`config.mk`:
```
export PLATFORM = sky130hd
export DESIGN_NAME = implicit_multiply_inserter_flat
export DESIGN_NICKNAME = d
export VERILOG_FILES = /design/src/sv/imi_pkg.sv /design/src/sv/imi_in_if.sv /design/src/sv/imi_out_if.sv /design/src/sv/imi_lexer.sv /design/src/sv/imi_out_stage.sv /design/src/sv/implicit_multiply_inserter.sv /design/src/flat_wrapper.sv
export SDC_FILE = /design/constraint.sdc
export NUM_CORES = 1
export LEC_CHECK = 0
export BUFFER_PORTS_ARGS = -buffer_cell sky130_fd_sc_hd__buf_2
export CAP_MARGIN = 15
export CORE_ASPECT_RATIO = 0.5
export CORE_UTILIZATION = 30
export DETAILED_ROUTE_END_ITERATION = 8
export GPL_TIMING_DRIVEN = 0
export PLACE_DENSITY_LB_ADDON = 0.08
export RECOVER_POWER = 100
export REMOVE_ABC_BUFFERS = 1
export SLEW_MARGIN = 20
export SYNTH_ARGS = -nofsm -noshare
export SYNTH_HDL_FRONTEND = slang
export SYNTH_HIERARCHICAL = 1
export SYNTH_SLANG_ARGS = --single-unit
```
`constraint.sdc`:
```
create_clock -name i_clk -period 2.98 [get_ports i_clk]
set_clock_uncertainty 0.1 [all_clocks]
set_input_delay 0.596 -clock i_clk [delete_from_list [all_inputs] [get_ports i_clk]]
set_output_delay 0.596 -clock i_clk [all_outputs]
set_load 0.02 [all_outputs]
```
`src/sv/imi_pkg.sv`:
```
// Shared types, constants and the function-name trie for the implicit multiply inserter.
package imi_pkg;

    typedef enum logic [2:0] {
        KIND_NONE  = 3'd0,
        KIND_NUM   = 3'd1,
        KIND_IDENT = 3'd2,
        KIND_OP    = 3'd3,
        KIND_LPAR  = 3'd4,
        KIND_RPAR  = 3'd5
    } t_kind;

    typedef logic [4:0] t_node;

    localparam t_node NODE_NONE = 5'd0;
    localparam t_node NODE_ROOT = 5'd31;

    // Terminal nodes of the trie, one per function name
    localparam t_node NODE_SIN   = 5'd3;
    localparam t_node NODE_COS   = 5'd6;
    localparam t_node NODE_CTG   = 5'd8;
    localparam t_node NODE_TAN   = 5'd11;
    localparam t_node NODE_LN    = 5'd13;
    localparam t_node NODE_LOG2  = 5'd16;
    localparam t_node NODE_LOG10 = 5'd18;

    localparam logic [7:0] CH_STAR = 8'h2A;

    // One lexer decision: the kept byte, and whether a '*' goes in front of it
    typedef struct packed {
        logic       emit;
        logic       ins;
        logic [7:0] ch;
    } t_lex_res;

    function automatic t_node name_advance(input t_node node, input logic [7:0] c);
        t_node nxt;
        nxt = NODE_NONE;
        case (node)
            NODE_ROOT: begin
                if (c == "s") nxt = 5'd1;
                else if (c == "c") nxt = 5'd4;
                else if (c == "t") nxt = 5'd9;
                else if (c == "l") nxt = 5'd12;
            end
            5'd1:  if (c == "i") nxt = 5'd2;
            5'd2:  if (c == "n") nxt = NODE_SIN;
            5'd4: begin
                if (c == "o") nxt = 5'd5;
                else if (c == "t") nxt = 5'd7;
            end
            5'd5:  if (c == "s") nxt = NODE_COS;
            5'd7:  if (c == "g") nxt = NODE_CTG;
            5'd9:  if (c == "a") nxt = 5'd10;
            5'd10: if (c == "n") nxt = NODE_TAN;
            5'd12: begin
                if (c == "n") nxt = NODE_LN;
                else if (c == "o") nxt = 5'd14;
            end
            5'd14: if (c == "g") nxt = 5'd15;
            5'd15: begin
                if (c == "2") nxt = NODE_LOG2;
                else if (c == "1") nxt = 5'd17;
            end
            5'd17: if (c == "0") nxt = NODE_LOG10;
            default: nxt = NODE_NONE;
        endcase
        return nxt;
    endfunction

    function automatic logic is_func_name(input t_node node);
        return (node == NODE_SIN) || (node == NODE_COS) || (node == NODE_CTG) ||
               (node == NODE_TAN) || (node == NODE_LN) || (node == NODE_LOG2) ||
               (node == NODE_LOG10);
    endfunction

endpackage

```
`src/sv/imi_in_if.sv`:
```
// Input channel: one expression byte per transfer.
interface imi_in_if;
    logic       valid;
    logic       ready;
    logic [7:0] char_code;
    logic       start_of_expression;

    modport source (output valid, output char_code, output start_of_expression, input ready);
    modport sink   (input valid, input char_code, input start_of_expression, output ready);
endinterface

```
`src/sv/imi_out_if.sv`:
```
// Output channel: one emitted byte per transfer.
interface imi_out_if;
    logic       valid;
    logic       ready;
    logic [7:0] out_char;
    logic       last_of_run;

    modport source (output valid, output out_char, output last_of_run, input ready);
    modport sink   (input valid, input out_char, input last_of_run, output ready);
endinterface

```
`src/sv/imi_lexer.sv`:
```
// Token state and classification: decides per byte what to emit and updates state.
module imi_lexer
    import imi_pkg::*;
(
    input  logic       i_clk,
    input  logic       i_rst_n,
    input  logic       i_accept,
    input  logic [7:0] i_char,
    input  logic       i_start,
    output t_lex_res   o_res
);

    t_kind r_prev_kind, n_prev_kind;
    logic  r_token_open, n_token_open;
    t_node r_name_match, n_name_match;

    t_kind cur_kind;
    logic  cur_open;
    t_node cur_match;
    logic  is_digit, is_alpha, is_space, is_num_ch, is_id_ch, is_op;
    logic  kind_valid;
    t_kind new_kind;

    always_comb begin
        // start flag clears the token state before this byte
        cur_kind  = i_start ? KIND_NONE : r_prev_kind;
        cur_open  = i_start ? 1'b0 : r_token_open;
        cur_match = i_start ? NODE_NONE : r_name_match;

        is_digit  = (i_char >= "0") && (i_char <= "9");
        is_alpha  = ((i_char >= "a") && (i_char <= "z")) ||
                    ((i_char >= "A") && (i_char <= "Z"));
        is_space  = (i_char == " ") || ((i_char >= 8'd9) && (i_char <= 8'd13));
        is_num_ch = is_digit || (i_char == ".");
        is_id_ch  = is_alpha || (i_char == "_");
        is_op     = (i_char == "+") || (i_char == "-") || (i_char == "*") ||
                    (i_char == "/") || (i_char == "^");

        kind_valid = 1'b1;
        if (is_num_ch)            new_kind = KIND_NUM;
        else if (is_id_ch)        new_kind = KIND_IDENT;
        else if (is_op)           new_kind = KIND_OP;
        else if (i_char == "(")   new_kind = KIND_LPAR;
        else if (i_char == ")")   new_kind = KIND_RPAR;
        else begin
            new_kind   = KIND_NONE;
            kind_valid = 1'b0;
        end

        n_prev_kind  = cur_kind;
        n_token_open = cur_open;
        n_name_match = cur_match;
        o_res.emit   = 1'b0;
        o_res.ins    = 1'b0;
        o_res.ch     = i_char;

        if (is_space) begin
            // dropped, state untouched
        end else if (cur_open && (cur_kind == KIND_NUM) && is_num_ch) begin
            o_res.emit = 1'b1;
        end else if (cur_open && (cur_kind == KIND_IDENT) && (is_id_ch || is_digit)) begin
            o_res.emit   = 1'b1;
            n_name_match = name_advance(cur_match, i_char);
        end else if (!kind_valid) begin
            // unknown byte closes the open token
            n_token_open = 1'b0;
        end else begin
            o_res.emit = 1'b1;
            o_res.ins  = ((cur_kind == KIND_NUM) || (cur_kind == KIND_IDENT) ||
                          (cur_kind == KIND_RPAR)) &&
                         ((new_kind == KIND_NUM) || (new_kind == KIND_IDENT) ||
                          (new_kind == KIND_LPAR)) &&
                         !((cur_kind == KIND_IDENT) && is_func_name(cur_match) &&
                           (new_kind == KIND_LPAR));
            n_prev_kind  = new_kind;
            n_token_open = (new_kind == KIND_NUM) || (new_kind == KIND_IDENT);
            n_name_match = (new_kind == KIND_IDENT) ? name_advance(NODE_ROOT, i_char)
                                                    : NODE_NONE;
        end
    end

    always_ff @(posedge i_clk) begin
        if (!i_rst_n) begin
            r_prev_kind  <= KIND_NONE;
            r_token_open <= 1'b0;
            r_name_match <= NODE_NONE;
        end else if (i_accept) begin
            r_prev_kind  <= n_prev_kind;
            r_token_open <= n_token_open;
            r_name_match <= n_name_match;
        end
    end

endmodule

```
`src/sv/imi_out_stage.sv`:
```
// Result register: holds one lexer decision and plays it out as one or two transfers.
module imi_out_stage
    import imi_pkg::*;
(
    input  logic      i_clk,
    input  logic      i_rst_n,
    input  logic      i_load,
    input  t_lex_res  i_res,
    output logic      o_can_load,
    imi_out_if.source o_out
);

    logic       r_full, n_full;
    logic       r_ins, n_ins;
    logic [7:0] r_char;
    logic       xfer;

    assign xfer       = o_out.valid && o_out.ready;
    // free now, or the final transfer of the held result happens this cycle
    assign o_can_load = !r_full || (xfer && !r_ins);

    assign o_out.valid       = r_full;
    assign o_out.out_char    = r_ins ? CH_STAR : r_char;
    assign o_out.last_of_run = !r_ins;

    always_comb begin
        n_full = r_full;
        n_ins  = r_ins;
        if (xfer) begin
            if (r_ins) n_ins = 1'b0;
            else n_full = 1'b0;
        end
        if (i_load) begin
            n_full = 1'b1;
            n_ins  = i_res.ins;
        end
    end

    always_ff @(posedge i_clk) begin
        if (!i_rst_n) begin
            r_full <= 1'b0;
            r_ins  <= 1'b0;
        end else begin
            r_full <= n_full;
            r_ins  <= n_ins;
        end
    end

    always_ff @(posedge i_clk) begin
        if (i_load) begin
            r_char <= i_res.ch;
        end
    end

endmodule

```
`src/sv/implicit_multiply_inserter.sv`:
```
// Implicit multiply inserter: top level joining the lexer and the result register.
// Takes one expression byte per transfer and emits the kept bytes with '*' inserted
// between adjacent operands (not between a function name and '('). Whitespace and
// unknown bytes give no output. A byte is taken every cycle while the result register
// is free or draining its last beat; a byte that needs an inserted '*' holds the result
// register for two output beats. The first output beat is offered in the cycle after the
// input transfer.
module implicit_multiply_inserter
    import imi_pkg::*;
(
    input  logic     i_clk,
    input  logic     i_rst_n,
    imi_in_if.sink   i_in,
    imi_out_if.source o_out
);

    t_lex_res lex_res;
    logic     can_load;
    logic     accept;

    assign i_in.ready = can_load;
    assign accept     = i_in.valid && can_load;

    imi_lexer u_lexer (
        .i_clk    (i_clk),
        .i_rst_n  (i_rst_n),
        .i_accept (accept),
        .i_char   (i_in.char_code),
        .i_start  (i_in.start_of_expression),
        .o_res    (lex_res)
    );

    imi_out_stage u_out_stage (
        .i_clk      (i_clk),
        .i_rst_n    (i_rst_n),
        .i_load     (accept && lex_res.emit),
        .i_res      (lex_res),
        .o_can_load (can_load),
        .o_out      (o_out)
    );

endmodule

```
`src/flat_wrapper.sv`:
```
// flat-port wrapper written by rule: the top's interface ports become plain ports
module implicit_multiply_inserter_flat import imi_pkg::*;
  (i_clk, i_rst_n, i_in_valid, i_in_char_code, i_in_start_of_expression, i_in_ready, o_out_valid, o_out_out_char, o_out_last_of_run, o_out_ready);
  imi_in_if i_in_i ();
  imi_out_if o_out_i ();
  input  logic i_clk;
  input  logic i_rst_n;
  input wire logic [$bits(i_in_i.valid)-1:0] i_in_valid;
  input wire logic [$bits(i_in_i.char_code)-1:0] i_in_char_code;
  input wire logic [$bits(i_in_i.start_of_expression)-1:0] i_in_start_of_expression;
  output wire logic [$bits(i_in_i.ready)-1:0] i_in_ready;
  output wire logic [$bits(o_out_i.valid)-1:0] o_out_valid;
  output wire logic [$bits(o_out_i.out_char)-1:0] o_out_out_char;
  output wire logic [$bits(o_out_i.last_of_run)-1:0] o_out_last_of_run;
  input wire logic [$bits(o_out_i.ready)-1:0] o_out_ready;
  assign i_in_i.valid = i_in_valid;
  assign i_in_i.char_code = i_in_char_code;
  assign i_in_i.start_of_expression = i_in_start_of_expression;
  assign i_in_ready = i_in_i.ready;
  assign o_out_valid = o_out_i.valid;
  assign o_out_out_char = o_out_i.out_char;
  assign o_out_last_of_run = o_out_i.last_of_run;
  assign o_out_i.ready = o_out_ready;
  implicit_multiply_inserter u_core (.i_clk(i_clk), .i_rst_n(i_rst_n), .i_in(i_in_i), .o_out(o_out_i));
endmodule
```
==> impl_metrics.tcl <==
set metrics [dict create \
    status "finished clean" \
    cts_max_level 1 \
    max_slew_margin 0.432 \
    core_area_um2 5710 \
    finalWorstSetupSlack_ns 0.339 \
    finalCritPeriodShare 0.886 \
    critPathKind "primary input to flip-flop" \
    ys_top_cells_by_area "edfxtp_1 13%, dfxtp_1 12%, nand2_1 4.9%, nor2_1 3.8%, buf_4 3.6%" \
    cp_max_fo 10 \
    synth_area_leader_cell "edfxtp_1" \
    whs_path_depth 2 \
    vias 1830 \
    die_x_um 113 \
    cts-buffers-inserted 3 \
    drt_iter0_drc 118 \
    post-route-min-period_ns 2.64 \
    yosysWarnings 6 \
    yosysSeqAreaShare 0.248 \
    wire_per_inst_um 15.8 \
    cts.path.max_buffers 2 \
    worstSetupStartpointType "primary input" \
    finalWirelength_um 5050 \
    cts.clk_slew.worst_paths_ns 0.06 \
    synth-edff-count 8 \
    syn2layout_area_growth_pct 6.88 \
    drv_slew 0 \
    syn_area_per_cell_um2 7.51 \
    ys_async_sr_fraction 0 \
    place_worst_setup_slack_ns 0.129 \
    yosysTopAreaCellShare 0.130 \
    hp-start "u_core/u_lexer/r_prev_kind[0]" \
    root_buffer "clkbuf_16" \
    cap_violations 0 \
    cts_tree "yes" \
    r2r-start "u_core/u_out_stage/r_ins" \
    grt_pass1_wl_um 8140 \
    io_buffers 23 \
    cp.arrival_ns 2.72 \
    powerDensity_nw_per_um2 343 \
    ys_ff_latch 19 \
    ios 24 \
    insertion_delay_ns 0.25 \
    synth-main-ff-cell "dfxtp_1" \
    viasPerCell 5.74 \
    antenna_cells 0 \
    final_cell_mix "24 x nand2_1, 19 x nor2_1, 14 x clkbuf_1" \
    cts_setup_buffers 0 \
    synthCells 247 \
    crit_required_ns 3.06 \
    peakVddDrop_uv 183 \
    drtPass1Iterations 4 \
    post-route-drc-count 0 \
    cts_resized 0 \
    fmax_ghz 0.379 \
    numClockSinks 19 \
    grt_pass1_vias 1585 \
    hold_viol_final 0 \
    gp_congestion 0.898 \
    final_common_cell "nand2_1" \
    hold_buffers 0 \
    overflow 0 \
    grt_max_degree 27 \
    rows 19 \
    ant_nets 0 \
    fin_nets 260 \
    min_path_type "flip-flop to flip-flop" \
    setup_viol 0 \
    start_util 0.325 \
    syn_area_um2 1850 \
    drive_gt1_frac 0.0854 \
    n_fill_cell 614 \
    max_slew.worst_pin.slew_ns 0.840 \
    leakagePower_uw 0.000600 \
    grtUsageTotal 0.159 \
    r2r_slack_ns 0.44 \
    dieHeight_um 57.6 \
    hpwlAfterDp_um 3720 \
    r2r_end "u_core/u_lexer/r_name_match[2]" \
    synthDistinctLibCells 65 \
    rsz0062_at_grt "false" \
    reg2reg_depth 8 \
    fin_setup_tns_ns 0 \
    antenna_found_initial 0 \
    die-area_um2 6520 \
    whs_endpoint "u_core/u_lexer/r_prev_kind[0]" \
    critPathCaptureType "flip-flop" \
]
==> Yosys cell counts (4+ instances only) <==
cell type / number
nand2_1: 24
nor2_1: 19
clkbuf_1: 13
dfxtp_1: 11
inv_1: 10
nand3_1: 10
nor2b_1: 10
a21oi_1: 9
buf_4: 9
edfxtp_1: 8
nor3_1: 8
o21ai_1: 8
nand4_1: 7
or2_1: 6
nand2b_1: 5
o22ai_1: 5
buf_2: 4
nand3b_1: 4
nor4b_1: 4
==> sequential cells by signal (all words and copies together), names as in the netlist <==
| register | cells |
|---|---|
| u_core/u_lexer/r_name_match | 5 |
| u_core/u_lexer/r_prev_kind | 3 |
| u_core/u_out_stage/o_out.valid | 1 |
| u_core/u_out_stage/r_char | 8 |
| u_core/u_out_stage/r_ins | 1 |
| u_core/u_lexer/r_token_open | 1 |
==> cell families after synthesis <==
group                  Yosys count  share of synthesized area
AOI/OAI and AO/OA               59                      0.227
buffers and inverters           39                     0.0999
DFF                             19                      0.248
muxes                            4                     0.0283
and+or+nand+nor                126                      0.396
==> final cells by class <==
cell class              count  area [um2]  area share
multi-input cells         189        1210       0.611
repair buffers             23        97.6      0.0492
clock buffers               3        75.1      0.0379
flip-flops and latches     19         460       0.232
inverters                  11        41.3      0.0208
well taps                  73        91.3      0.0461
clock inverters             1        5.00     0.00253
==> layer usage <==
metal  global-route usage  vias to the layer above  routed length (um)
met5                    0                        -                   0
met4               0.0282                        0                  19
met3               0.0393                        2                 304
met2                0.236                       48                2120
met1                0.235                      868                2610
li1                     -                      912                   -
==> worst max-delay path: stages <==
cell,delay (ns)
clkbuf_1,0.29
and4bb_1,0.32
a22o_1,0.28
a311o_1,0.35
or2_0,0.24
and3_1,0.32
inv_1,0.11
nand3_1,0.07
a21boi_1,0.13
==> stage by stage <==
step / instance area, um2 / hold slack, ns / instances / util / power, uW
detailed placement: 1920 / 0.382 / 315 / 0.337 / 408
global placement: 1920 / 0.383 / 315 / 0.336 / 406
CTS: 2000 / 0.393 / 319 / 0.351 / 689
finish: 1980 / 0.395 / 319 / 0.347 / 680
global route: 1980 / 0.420 / 319 / 0.347 / 710
floorplan: 1710 / 0.355 / 219 / - / 354
==> worst max-delay path by stage <==
| stage | endpoint | startpoint | slack [ns] |
|---|---|---|---|
| CTS | u_core/u_out_stage/r_ins | i_in_char_code[2] | 0.38 |
| floorplan | u_core/u_lexer/r_name_match[2] | o_out_ready | 0.48 |
| global placement | u_core/u_lexer/r_name_match[1] | i_in_char_code[5] | -0.09 |
| finish | u_core/u_out_stage/r_ins | i_in_char_code[7] | 0.34 |
| global route | u_core/u_out_stage/r_ins | i_in_char_code[1] | 0.1 |
| detailed placement | u_core/u_out_stage/r_ins | i_in_char_code[0] | 0.13 |
==> power by group <==
group	leakage, uW	internal [uW]	switching (uW)
Sequential	0.000163	280	3.22
Clock	0.0000409	180	100
Combinational	0.000397	39.3	77.7
Total	0.000600	499	181
(Power assumes the default switching activity.)
